### config.mk
export PLATFORM = sky130hd
export DESIGN_NAME = one_shot_timer_table
export DESIGN_NICKNAME = d
export VERILOG_FILES = /design/src/design/ostt_pkg.sv /design/src/design/ostt_alu.sv /design/src/design/ostt_out_buf.sv /design/src/design/one_shot_timer_table.sv
export VERILOG_INCLUDE_DIRS = /design/src /design/src/design
export SDC_FILE = /design/constraint.sdc
export NUM_CORES = 1
export LEC_CHECK = 0
export BUFFER_PORTS_ARGS = -buffer_cell sky130_fd_sc_hd__buf_2
export CAP_MARGIN = 20
export CORE_MARGIN = 4
export CORE_UTILIZATION = 45
export DETAILED_ROUTE_END_ITERATION = 8
export PLACE_DENSITY = 0.71
export RECOVER_POWER = 50
export SETUP_SLACK_MARGIN = 0.3
export SYNTH_ARGS = -nofsm -noshare
export SYNTH_HDL_FRONTEND = slang
export SYNTH_SLANG_ARGS = --single-unit
### constraint.sdc
create_clock -name clk_i -period 6.53 [get_ports clk_i]
set_input_delay 0.9795 -clock clk_i [delete_from_list [all_inputs] [get_ports clk_i]]
set_output_delay 0.9795 -clock clk_i [all_outputs]
set_load 0.03 [all_outputs]
### src/design/assert_macros.svh
// Assertion macros shared by the timer table RTL.
// Each macro expects clk_i and rst_ni in the enclosing module.
`ifndef ASSERT_MACROS_SVH
`define ASSERT_MACROS_SVH

// Condition must hold at every clock edge outside reset.
`define ASSERT_ALWAYS(lbl, cond, msg) \
  lbl: assert property (@(posedge clk_i) disable iff (!rst_ni) (cond)) \
    else $error(msg);

// Antecedent implies consequent in the same cycle.
`define ASSERT_IMPL(lbl, ante, cons, msg) \
  lbl: assert property (@(posedge clk_i) disable iff (!rst_ni) (ante) |-> (cons)) \
    else $error(msg);

`endif

### src/design/ostt_pkg.sv
// Shared types and constants of the one-shot timer table.
// No dependencies; used by every module of the block.
`timescale 1ns / 1ps

package ostt_pkg;

  localparam int unsigned REQ_W       = 3;
  localparam int unsigned IN_ID_W     = 16;
  localparam int unsigned IN_CNT_W    = 16;
  localparam int unsigned STATUS_W    = 3;
  localparam int unsigned OUT_ID_W    = 16;
  localparam int unsigned REMOVED_W   = 5;
  localparam int unsigned MAX_REPORTS = 16;
  localparam int unsigned REP_W       = 5;

  typedef enum logic [REQ_W-1:0] {
    REQ_ADD    = 3'd0,
    REQ_STOP   = 3'd1,
    REQ_REMOVE = 3'd2,
    REQ_TICK   = 3'd3,
    REQ_RESET  = 3'd4
  } req_e;

  typedef enum logic [STATUS_W-1:0] {
    ST_ADDED    = 3'd0,
    ST_FULL     = 3'd1,
    ST_BADCOUNT = 3'd2,
    ST_REMOVED  = 3'd3,
    ST_EXPIRED  = 3'd4,
    ST_NOTHING  = 3'd5
  } status_e;

  typedef struct packed {
    logic [STATUS_W-1:0]  status;
    logic [OUT_ID_W-1:0]  expired_id;
    logic [REMOVED_W-1:0] removed_count;
    logic                 last;
  } out_item_t;

  typedef struct packed {
    logic match;
    logic expire;
  } alu_flags_t;

endpackage

### src/design/ostt_alu.sv
// Shared compare/decrement unit of the timer table sequencer.
// Depends on ostt_pkg for the flag struct.
`timescale 1ns / 1ps

module ostt_alu #(
  parameter int unsigned ID_BITS    = 16,
  parameter int unsigned COUNT_BITS = 16
) (
  input  logic [ID_BITS-1:0]    key_i,
  input  logic [ID_BITS-1:0]    id_i,
  input  logic [COUNT_BITS-1:0] count_i,
  output logic [COUNT_BITS-1:0] dec_o,
  output ostt_pkg::alu_flags_t  flags_o
);

  assign dec_o          = count_i - COUNT_BITS'(1);
  assign flags_o.match  = (id_i == key_i);
  assign flags_o.expire = (dec_o == '0);

endmodule

### src/design/ostt_out_buf.sv
// Output register that holds one result beat until the sink takes it.
// Depends on ostt_pkg for the result item struct.
`timescale 1ns / 1ps

module ostt_out_buf (
  input  logic                clk_i,
  input  logic                rst_ni,
  input  logic                push_i,
  input  ostt_pkg::out_item_t item_i,
  input  logic                ready_i,
  output logic                free_o,
  output logic                valid_o,
  output ostt_pkg::out_item_t item_o
);

  logic                valid_q, valid_d;
  ostt_pkg::out_item_t item_q;

  assign free_o  = !valid_q || ready_i;
  assign valid_d = push_i || (valid_q && !ready_i);

  always_ff @(posedge clk_i or negedge rst_ni) begin
    if (!rst_ni) begin
      valid_q <= 1'b0;
    end else begin
      valid_q <= valid_d;
    end
  end

  always_ff @(posedge clk_i) begin
    if (push_i) begin
      item_q <= item_i;
    end
  end

  assign valid_o = valid_q;
  assign item_o  = item_q;

endmodule

### src/design/one_shot_timer_table.sv
// One-shot timer table: a sequencer walks a slot memory through one shared ALU.
// Add, reset and undefined requests need no walk; stop, remove and tick walk the slots,
// and a visit keeps or drops one slot. One request at a time: the next request beat is
// taken only once the sequencer is back in idle, which a stalled result port delays.
// Reset (rst_ni low, async) empties the table; slot contents stay undefined until written.
`timescale 1ns / 1ps
`include "assert_macros.svh"

module one_shot_timer_table #(
  parameter int unsigned SLOTS      = 16,
  parameter int unsigned COUNT_BITS = 16,
  parameter int unsigned ID_BITS    = 16
) (
  input  logic                               clk_i,
  input  logic                               rst_ni,
  input  logic                               in_valid_i,
  output logic                               in_ready_o,
  input  logic [ostt_pkg::REQ_W-1:0]         req_type_i,
  input  logic [ostt_pkg::IN_ID_W-1:0]       timer_id_i,
  input  logic [ostt_pkg::IN_CNT_W-1:0]      tick_count_i,
  input  logic                               has_handler_i,
  output logic                               out_valid_o,
  input  logic                               out_ready_i,
  output logic [ostt_pkg::STATUS_W-1:0]      status_o,
  output logic [ostt_pkg::OUT_ID_W-1:0]      expired_id_o,
  output logic [ostt_pkg::REMOVED_W-1:0]     removed_count_o,
  output logic                               last_o
);

  // Counter width holds 0..SLOTS; index width addresses the slot memory.
  localparam int unsigned CNT_W = $clog2(SLOTS + 1);
  localparam int unsigned IDX_W = (SLOTS > 1) ? $clog2(SLOTS) : 1;

  typedef struct packed {
    logic                  notify;
    logic [COUNT_BITS-1:0] count;
    logic [ID_BITS-1:0]    id;
  } entry_t;

  // Sequencer states, one-hot.
  typedef enum logic [4:0] {
    ST_IDLE   = 5'b00001,
    ST_START  = 5'b00010,
    ST_READ   = 5'b00100,
    ST_EXEC   = 5'b01000,
    ST_FINISH = 5'b10000
  } state_e;

  state_e state_q, state_d;

  // Latched request.
  logic [ostt_pkg::REQ_W-1:0] req_q;
  logic [ID_BITS-1:0]         key_q;
  logic [COUNT_BITS-1:0]      cnt_q;
  logic                       notify_q;

  // Walk control.
  logic [CNT_W-1:0]          i_q, i_d;
  logic [CNT_W-1:0]          used_q, used_d;
  logic [CNT_W-1:0]          removed_q, removed_d;
  logic [ostt_pkg::REP_W-1:0] rep_q, rep_d;
  logic                      pend_valid_q, pend_valid_d;
  logic [ID_BITS-1:0]        pend_id_q, pend_id_d;

  // Slot memory: one write port, two registered read ports (current slot, tail).
  entry_t           mem_q [SLOTS];
  entry_t           rd_cur_q, rd_tail_q;
  logic             we;
  logic [IDX_W-1:0] waddr;
  entry_t           wdata;
  logic [CNT_W-1:0] tail;
  logic             rd_en;

  // Shared unit outputs.
  logic [COUNT_BITS-1:0] dec;
  ostt_pkg::alu_flags_t  flags;

  // Output side.
  logic                push;
  logic                out_free;
  ostt_pkg::out_item_t push_item;
  ostt_pkg::out_item_t out_item;
  logic [31:0]         pend_id_wide;
  logic                report;

  assign in_ready_o   = (state_q == ST_IDLE);
  assign tail         = used_q - CNT_W'(1);
  assign rd_en        = (state_q == ST_READ) && (i_q < used_q);
  assign pend_id_wide = 32'(pend_id_q);
  assign report       = rd_cur_q.notify && (rep_q < ostt_pkg::REP_W'(ostt_pkg::MAX_REPORTS));

  ostt_alu #(
    .ID_BITS   (ID_BITS),
    .COUNT_BITS(COUNT_BITS)
  ) u_alu (
    .key_i  (key_q),
    .id_i   (rd_cur_q.id),
    .count_i(rd_cur_q.count),
    .dec_o  (dec),
    .flags_o(flags)
  );

  always_comb begin
    state_d      = state_q;
    i_d          = i_q;
    used_d       = used_q;
    removed_d    = removed_q;
    rep_d        = rep_q;
    pend_valid_d = pend_valid_q;
    pend_id_d    = pend_id_q;
    we           = 1'b0;
    waddr        = i_q[IDX_W-1:0];
    wdata        = rd_tail_q;
    push         = 1'b0;
    push_item    = '{status:        ostt_pkg::ST_NOTHING,
                     expired_id:    '0,
                     removed_count: '0,
                     last:          1'b1};
    case (state_q)
      ST_IDLE: begin
        if (in_valid_i) begin
          i_d          = '0;
          removed_d    = '0;
          rep_d        = '0;
          pend_valid_d = 1'b0;
          state_d      = ST_START;
        end
      end
      ST_START: begin
        case (req_q)
          ostt_pkg::REQ_ADD: begin
            // Bad count wins over full; add writes the new entry at the tail.
            if (out_free) begin
              push = 1'b1;
              if (cnt_q == '0) begin
                push_item.status = ostt_pkg::ST_BADCOUNT;
              end else if (used_q == CNT_W'(SLOTS)) begin
                push_item.status = ostt_pkg::ST_FULL;
              end else begin
                push_item.status = ostt_pkg::ST_ADDED;
                we     = 1'b1;
                waddr  = used_q[IDX_W-1:0];
                wdata  = '{notify: notify_q, count: cnt_q, id: key_q};
                used_d = used_q + CNT_W'(1);
              end
              state_d = ST_IDLE;
            end
          end
          ostt_pkg::REQ_STOP, ostt_pkg::REQ_REMOVE, ostt_pkg::REQ_TICK: begin
            state_d = ST_READ;
          end
          ostt_pkg::REQ_RESET: begin
            removed_d = used_q;
            used_d    = '0;
            state_d   = ST_FINISH;
          end
          default: begin
            state_d = ST_FINISH;
          end
        endcase
      end
      ST_READ: begin
        // Fetch current slot and tail; stop the walk past the last entry.
        state_d = (i_q < used_q) ? ST_EXEC : ST_FINISH;
      end
      ST_EXEC: begin
        case (req_q)
          ostt_pkg::REQ_TICK: begin
            if (flags.expire) begin
              // Hold while a reported expiry must flush the pending beat.
              if (!(report && pend_valid_q && !out_free)) begin
                if (report) begin
                  if (pend_valid_q) begin
                    push                 = 1'b1;
                    push_item.status     = ostt_pkg::ST_EXPIRED;
                    push_item.expired_id = pend_id_wide[ostt_pkg::OUT_ID_W-1:0];
                    push_item.last       = 1'b0;
                  end
                  pend_valid_d = 1'b1;
                  pend_id_d    = rd_cur_q.id;
                  rep_d        = rep_q + ostt_pkg::REP_W'(1);
                end
                // Drop the slot: tail moves in and is visited next.
                we      = 1'b1;
                used_d  = tail;
                state_d = ST_READ;
              end
            end else begin
              we      = 1'b1;
              wdata   = '{notify: rd_cur_q.notify, count: dec, id: rd_cur_q.id};
              i_d     = i_q + CNT_W'(1);
              state_d = ST_READ;
            end
          end
          ostt_pkg::REQ_STOP: begin
            if (flags.match) begin
              we        = 1'b1;
              used_d    = tail;
              removed_d = removed_q + CNT_W'(1);
            end else begin
              i_d = i_q + CNT_W'(1);
            end
            state_d = ST_READ;
          end
          default: begin
            if (flags.match) begin
              we        = 1'b1;
              used_d    = tail;
              removed_d = CNT_W'(1);
              state_d   = ST_FINISH;
            end else begin
              i_d     = i_q + CNT_W'(1);
              state_d = ST_READ;
            end
          end
        endcase
      end
      ST_FINISH: begin
        if (out_free) begin
          push = 1'b1;
          case (req_q)
            ostt_pkg::REQ_TICK: begin
              if (pend_valid_q) begin
                push_item.status     = ostt_pkg::ST_EXPIRED;
                push_item.expired_id = pend_id_wide[ostt_pkg::OUT_ID_W-1:0];
              end
            end
            ostt_pkg::REQ_STOP, ostt_pkg::REQ_REMOVE, ostt_pkg::REQ_RESET: begin
              push_item.status        = ostt_pkg::ST_REMOVED;
              push_item.removed_count = ostt_pkg::REMOVED_W'(removed_q);
            end
            default: begin
              push_item.status = ostt_pkg::ST_NOTHING;
            end
          endcase
          pend_valid_d = 1'b0;
          state_d      = ST_IDLE;
        end
      end
      default: begin
        state_d = ST_IDLE;
      end
    endcase
  end

  always_ff @(posedge clk_i or negedge rst_ni) begin
    if (!rst_ni) begin
      state_q      <= ST_IDLE;
      i_q          <= '0;
      used_q       <= '0;
      removed_q    <= '0;
      rep_q        <= '0;
      pend_valid_q <= 1'b0;
    end else begin
      state_q      <= state_d;
      i_q          <= i_d;
      used_q       <= used_d;
      removed_q    <= removed_d;
      rep_q        <= rep_d;
      pend_valid_q <= pend_valid_d;
    end
  end

  // Capture the request beat; id and count are reduced to the stored widths.
  always_ff @(posedge clk_i) begin
    if (in_valid_i && in_ready_o) begin
      req_q    <= req_type_i;
      key_q    <= ID_BITS'(timer_id_i);
      cnt_q    <= COUNT_BITS'(tick_count_i);
      notify_q <= has_handler_i;
    end
    pend_id_q <= pend_id_d;
  end

  // Slot memory.
  always_ff @(posedge clk_i) begin
    if (we) begin
      mem_q[waddr] <= wdata;
    end
  end

  always_ff @(posedge clk_i) begin
    if (rd_en) begin
      rd_cur_q  <= mem_q[i_q[IDX_W-1:0]];
      rd_tail_q <= mem_q[tail[IDX_W-1:0]];
    end
  end

  ostt_out_buf u_out_buf (
    .clk_i  (clk_i),
    .rst_ni (rst_ni),
    .push_i (push),
    .item_i (push_item),
    .ready_i(out_ready_i),
    .free_o (out_free),
    .valid_o(out_valid_o),
    .item_o (out_item)
  );

  assign status_o        = out_item.status;
  assign expired_id_o    = out_item.expired_id;
  assign removed_count_o = out_item.removed_count;
  assign last_o          = out_item.last;

  `ASSERT_ALWAYS(a_used_bound, used_q <= CNT_W'(SLOTS), "entry count exceeds capacity")
  `ASSERT_IMPL(a_exec_in_range, state_q == ST_EXEC, i_q < used_q, "visit past last entry")
  `ASSERT_IMPL(a_push_room, push, out_free, "result beat pushed over a held beat")
  `ASSERT_IMPL(a_idle_no_pend, state_q == ST_IDLE, !pend_valid_q, "expiry left pending")

endmodule

# After elaboration in Yosys (flattened, before gate mapping)
# Memory sizes are Yosys's and may differ from the RTL's. A register that Yosys moved wholly into a read port is not among the register bits.
# Cells that the tools add are included.
dict set report totals {
  inputBits 40
  ff_bits 104
  output_inout_bits 27
  ramBits 528
  word_cells 176
  mem_count 1
}
# memory depth word_bits rd rd_ports_with_merged_regs write_ports line_no
set memory_table {}
lappend memory_table {mem_q 16 33 2 2 1 one_shot_timer_table.sv:66} ;# entry_t mem_q [SLOTS];
dict set report op_classes {
  bitwise 5
  n_addsub 6
  reduce_logical 29
  eq_ne 30
  order_cmp 2
  mux 87
}
# operator n
set op_table {}
lappend op_table {{33-bit 2-to-1 mux} 6}
lappend op_table {{5-bit 2-to-1 mux} 25}
lappend op_table {{17-bit 2-to-1 mux} 5}
lappend op_table {{5-bit case mux with 2 select lines} 7}
lappend op_table {{33-bit case mux with 2 select lines} 1}
lappend op_table {{16-bit logical NOT} 2}
lappend op_table {{16-bit case mux with 2 select lines} 1}
lappend op_table {{1-bit 2-to-1 mux} 25}
lappend op_table {{5-bit case mux with 5 select lines} 1}
lappend op_table {{24-bit 2-to-1 mux} 1}
lappend op_table {{5-bit by 1-bit adder with 5-bit output (second input constant)} 4}
lappend op_table {{4-bit 2-to-1 mux} 5}
lappend op_table {{3-bit != test (second input constant)} 6}
lappend op_table {{16-bit equality test} 1}
lappend op_table {{16-bit 2-to-1 mux} 1}
lappend op_table {{16-bit by 1-bit subtractor with 16-bit output (second input constant)} 1}
lappend op_table {{5-bit case mux with 3 select lines} 1}
lappend op_table {{2-bit != test (second input constant)} 7}
lappend op_table {{5-bit equality test (second input constant)} 2}
lappend op_table {{5-bit AND reduction} 2}
lappend op_table {{3-bit case mux with 3 select lines} 1}
lappend op_table {{8-bit AND reduction} 1}
lappend op_table {{7-bit AND reduction} 1}
lappend op_table {{3-bit by 2-bit equality test with 1-bit output (second input constant)} 2}
lappend op_table {{31 further kinds} 50}

# Longest topological paths before layout
dict set report logic_depth {
  word_depth 10
  depth_mapped 12
  mapped_depth_nobuf 9
}

# Modules after synthesis
# From an unflattened synthesis, not the netlist that was laid out.
dict set report unflattened {
  cells_unflattened 1583
  hier_area_um2 31604.1
}
# module instances area_each_um2 cells_per_inst seq_area_each_um2
set modules_own_cells {}
lappend modules_own_cells {one_shot_timer_table 1 30125.1 1463 20050.5}
lappend modules_own_cells {ostt_out_buf 1 798.3 28 775.7}
lappend modules_own_cells {ostt_alu 1 680.7 92 0.0}

# Worst setup path before layout
# No wires, ideal clock.
dict set report synth_timing {
  path_kind {register to register}
  from {reg used_q[0]}
  to {mem mem_q[15][0] in the netlist's numbering (enable)}
  slack_ns 0.915
  synth_period_minus_slack_ns 5.615
  arrival_time_ns 5.140
  n_path_buf 4
  setup_time_ns 0.476
  stages_incl_launch_ff 12
  cell_sequence {dfrtp_1 -> clkbuf_1 -> clkbuf_1 -> buf_1 -> inv_1 -> ha_1 -> and3_1 -> nor3_1 -> clkbuf_1 -> nand3_1 -> o21a_1 -> o32ai_1}
}
dict set report synth_via {
  elab_chain_len 8
  word_cells_on_any_way 13
  classes_between {eq/ne: 1; mux: 12}
}
# item line_no
set synth_rtl {}
lappend synth_rtl {{start: declaration} one_shot_timer_table.sv:59} ;# logic [CNT_W-1:0] used_q, used_d;
lappend synth_rtl {{start signal: assignment} one_shot_timer_table.sv:257} ;# used_q <= used_d;
lappend synth_rtl {{5-bit equality test} one_shot_timer_table.sv:137} ;# end else if (used_q == CNT_W'(SLOTS)) begin
lappend synth_rtl {{1-bit 2-to-1 mux} one_shot_timer_table.sv:137}
lappend synth_rtl {{1-bit 2-to-1 mux} one_shot_timer_table.sv:135} ;# if (cnt_q == '0) begin
lappend synth_rtl {{1-bit 2-to-1 mux} one_shot_timer_table.sv:133} ;# if (out_free) begin
lappend synth_rtl {{1-bit 2-to-1 mux} one_shot_timer_table.sv:130} ;# case (req_q)
lappend synth_rtl {{1-bit case mux with 2 select lines} one_shot_timer_table.sv:119} ;# case (state_q)
lappend synth_rtl {{1-bit 2-to-1 mux} one_shot_timer_table.sv:277} ;# if (we) begin
lappend synth_rtl {{1-bit 2-to-1 mux (implied by the code)} one_shot_timer_table.sv:278} ;# mem_q[waddr] <= wdata;
lappend synth_rtl {{end: declaration} one_shot_timer_table.sv:66}
# Parallel ways exist; a longest one is shown, timed or not.

# Worst setup path in the final report
dict set report layout_timing {
  from {reg rd_cur_q[4] (netlist name)}
  to {mem mem_q[11][7] in the netlist's numbering (enable)}
}
dict set report layout_via {
  elab_chain_len 6
}
# item line_no
set layout_rtl {}
lappend layout_rtl {{16-bit equality test} ostt_alu.sv:17} ;# assign flags_o.match = (id_i == key_i);
lappend layout_rtl {{1-bit 2-to-1 mux} {one_shot_timer_table.sv:196, one_shot_timer_table.sv:206}}
lappend layout_rtl {{1-bit 2-to-1 mux} --}
lappend layout_rtl {{1-bit case mux with 2 select lines} one_shot_timer_table.sv:119}
lappend layout_rtl {{1-bit 2-to-1 mux} one_shot_timer_table.sv:277}
lappend layout_rtl {{1-bit 2-to-1 mux (implied by the code)} one_shot_timer_table.sv:278}
# No other way between the ends.

==> metrics list <==
* Run status: finished with violations
- The checks that failed: capacitance limit, slew limit.
- The congestion estimate from routability-driven global placement came to 0.867.
- Compared with the post-synthesis result, the final layout area differs by 12.2%.
- Critical path type: flip-flop to flip-flop
- Overflow left after global routing: 0
- During synthesis, Yosys emitted a total of 0 warnings.
- Buffers inserted during clock tree synthesis total 71.
- Type of element capturing the critical path: flip-flop
- Total nets after synthesis: 1624
* Share of post-route cells with drive strength above 1: 0.305
- Final ANT Viol Nets: 0
- The largest single stage delay on the critical path is 1560 ps.
- Worst setup timing slack at the placement stage: 1860 ps
- PortBufs: 66
- STA puts the critical path data arrival time at 5770 ps.
- Final WS setup: 1010 ps
- FP Rows: 96
* Library cell with the largest summed area after synthesis: edfxtp_1
- Main flop type after synthesis: edfxtp_1
- In this run, post-CTS hold repair placed 0 buffers.
* Number of antenna violations at the first check in global routing: 1
- After detailed routing, the average wire length per cell comes to 30.6 um.
* Type of element launching the critical path: flip-flop
- PostCTS Resize Cnt: 0
- Placeable Area: 69100 um^2
* Netlist area before placement: 31500 um^2
- TritonCTS built the clock tree.
- Counting along the longest clock path gives a buffer depth of 3.
* Ratio of final minimum period to clock period: 0.845
- Cell count after synthesis: 1573
- Clock input transition at the sequential cells of the worst setup and hold paths: 60 ps
- Register bit count reported by yosys: 698
- Maximum level of the CTS H-tree: 3
- For the worst-skew pair, the clock arrives at the later sink with an insertion delay of 630 ps.
- Worst clock skew: 33.9 ps
- Slew Viols, Final: 349
* Peak supply drop: 325 uV
* CP Buf/Inv Count: 1
- First-pass GRT wire length: 118000 um
* Worst setup slack for register-to-register paths: 1010 ps
* Total area of multi-input combinational cells: 10500 um^2
- After detailed routing, the number of remaining DRC violations is 0.
- Number of I/O pins: 67
- Across every metal layer, demand over resource in global routing totals 0.216.
- Power spread over the standard cell area amounts to 348 nW/um^2.
* CTS root buf: clkbuf_16
- Peak clock frequency supported by timing: 181 MHz
- Adding up every negative setup slack in the final design gives 0 ps.
- Syn Area/Cell: 20.0 um^2
- Slew headroom: -1.43
* DRC marker count from the first detailed-route iteration: 2362
- Final Core Density: 0.512
- Pin count of the biggest net entering global routing: 69
* Slowest cell on the critical path: o32ai_1
* Fill count: 5347
* Die width: 273 um
- Unrepaired setup endpoints after global routing: no
- At the worst endpoint, the required time is 6780 ps.
- For the pin with the worst max-slew slack, the measured transition is 3640 ps.
- The number of setup buffers added after CTS is 0.
- Detailed Route WL: 80700 um
- FF+latch area: 20800 um^2
- In this run, distinct cell masters in the synthesized netlist total 69.
* Final critical-path required period: 5520 ps
- Detailed-router iteration count before antenna repair: 8
- Routed via count divided by cell count: 6.52
* Number of enable-type register cells in the synthesized netlist: 671
- Fraction of post-synthesis cell area in the top cell type by area: 0.639
* Highest net fanout along the worst path: 19
- Dominant cells by area after synthesis: edfxtp_1 (64%), mux4_2 (24%), dfrtp_1 (2.1%)
- Final setup viols: 0
- The tightest min-delay check is of the flip-flop to flip-flop type.
* Gate family responsible for the most delay along the worst path: compound AO/OA/AOI/OAI gates
- The share of the Yosys chip area taken by registers is 0.660.
- Total via count in the routed design: 17.2k
- For this design, the sink count on the clock tree is 698.
- The final hold violation count is 0.
* Initial standard-cell utilization of the core: 0.457
- For this design the static power due to leakage is 10.8 nW.
- The tool flagged a number of max-cap violations equal to 13.
- Number of global-route vias before repair: 17.4k
* Vertical extent of the die: 273 um
* Ys async rst share: 0.0387
- After the last flow step, the layout net total stands at 1707.
* Cell chain of the critical path: xor2_1 > nor4_1 > nand4_1 > a21oi_1 > and3_1 > nand2_1 > o32ai_1 > buf_4
- The HPWL after detailed placement is 47000 um.
* Total die area: 74400 um^2
[path summary, 6_finish.rpt]
kind | startpoint | to | depth (start not counted)
min in group asynchronous | rst_ni | state_q[4] | 1
max | rd_cur_q[4] | mem_q[11][7] | 8
max reg2reg | rd_cur_q[4] | mem_q[11][7] | 8
min | rd_cur_q[13] | pend_id_q[13] | 0
max in group asynchronous | rst_ni | i_q[3] | 1
min reg2reg | rd_cur_q[13] | pend_id_q[13] | 0
[layer usage]
| layer | wire [um] | global-route usage | vias to the layer above |
|---|---|---|---|
| met5 | 13 | 0 | - |
| met3 | 8030 | 0.0509 | 161 |
| met2 | 39400 | 0.355 | 1040 |
| met1 | 30900 | 0.292 | 9065 |
| li1 | - | - | 6944 |
| met4 | 2330 | 0.0664 | 2 |
[cells in the final DEF (no fill, tap or decap), types with 5 or more instances in the layout]
cell       instances
xor2_1            21
buf_2             19
clkbuf_16         72
o21ai_0           19
xnor2_1            8
and2_1            24
dfrtp_1           25
nand3_1           17
nand4_1           10
and3_1             9
and2_0            22
mux4_2           330
clkbuf_2           7
buf_4             30
mux2i_1            7
bufinv_16          5
o31ai_1            5
a21o_1             8
clkinv_1          10
nor4_1            12
nand2_1           50
inv_1             10
nor3_1            30
a21oi_1           23
ha_1              11
nor2_1            35
clkinv_2          14
a221o_1           31
edfxtp_1         671
clkbuf_1          66
[cell families after synthesis]
logic type | synth area share
AO/OA/AOI/OAI | 0.0314
adder cells (fa/ha/maj) | 0.00436
multiplexers | 0.238
buffers and inverters | 0.0143
AND/OR/NAND/NOR | 0.0430
XOR/XNOR | 0.00861
flip-flops | 0.660
[area by class of cell]
type	count	area share
tap	931	0.0329
antenna	1	0.0000707
multi-input combinational	761	0.296
inverter	11	0.00117
timing repair buffer	113	0.0186
sequential	698	0.589
clock inverter	38	0.0104
clock buffer	86	0.0524
[cells in the mapped netlist, types with 3 or more instances]
| master | number |
|---|---|
| edfxtp_1 | 671 |
| mux4_2 | 330 |
| clkbuf_1 | 74 |
| nand2_1 | 50 |
| and2_1 | 46 |
| nor2_1 | 35 |
| a221o_1 | 31 |
| nor3_1 | 29 |
| dfrtp_1 | 26 |
| a21oi_1 | 23 |
| buf_1 | 22 |
| o21ai_0 | 22 |
| xor2_1 | 21 |
| nand3_1 | 17 |
| nor4_1 | 12 |
| ha_1 | 11 |
| inv_1 | 10 |
| nand4_1 | 10 |
| xnor2_1 | 10 |
| and3_1 | 9 |
| a21o_1 | 8 |
| o31ai_1 | 8 |
| mux2i_1 | 7 |
| o22ai_1 | 5 |
| o32ai_1 | 5 |
| a211o_1 | 4 |
| buf_2 | 4 |
| nand3b_1 | 4 |
| nor2b_1 | 4 |
| nor3b_1 | 4 |
| or3_1 | 4 |
| or4_1 | 4 |
| a211oi_1 | 3 |
| and3b_1 | 3 |
| nand2b_1 | 3 |
| o21a_1 | 3 |
[registers in the layout (all words and copies together), names as in the netlist]
name               count
cnt_q                 16
i_q                    5
key_q                 16
mem_q                528
notify_q               1
pend_id_q             16
pend_valid_q           1
rd_cur_q              33
rd_tail_q             33
removed_q              5
rep_q                  5
req_q                  3
state_q                5
u_out_buf.item_o      25
u_out_buf.valid_o      1
used_q                 5
[metrics by stage]
stage	total power (W)	cells	instance area, um^2	hold slack [ps]
6_report	0.0123	2639	35400	510
5_1_grt	0.0128	2638	35400	521
4_1_cts	0.0124	2637	35500	377
3_5_place_dp	0.00846	2513	33300	489
3_3_place_gp	0.00843	2513	33300	479
2_1_floorplan	0.00764	1573	31500	465
[power breakdown]
group          internal (W)  total (W)  switching [W]  leakage, nW
Sequential          0.00515    0.00531       0.000158         6.38
Clock               0.00223    0.00393        0.00169         1.09
Combinational       0.00158    0.00308        0.00150         3.33
[worst reg2reg max path, delay by kind of cell, from the launching register on]
| kind | cells | cell delay (ps) |
|---|---|---|
| xor gates and xnor gates | 1 | 200 |
| DFF | 1 | 430 |
| AOI/OAI and AO/OA | 2 | 2070 |
| and+or+nand+nor | 4 | 1840 |
| buffers and inverters | 1 | 620 |
Power figures use the tool's default switching activity.
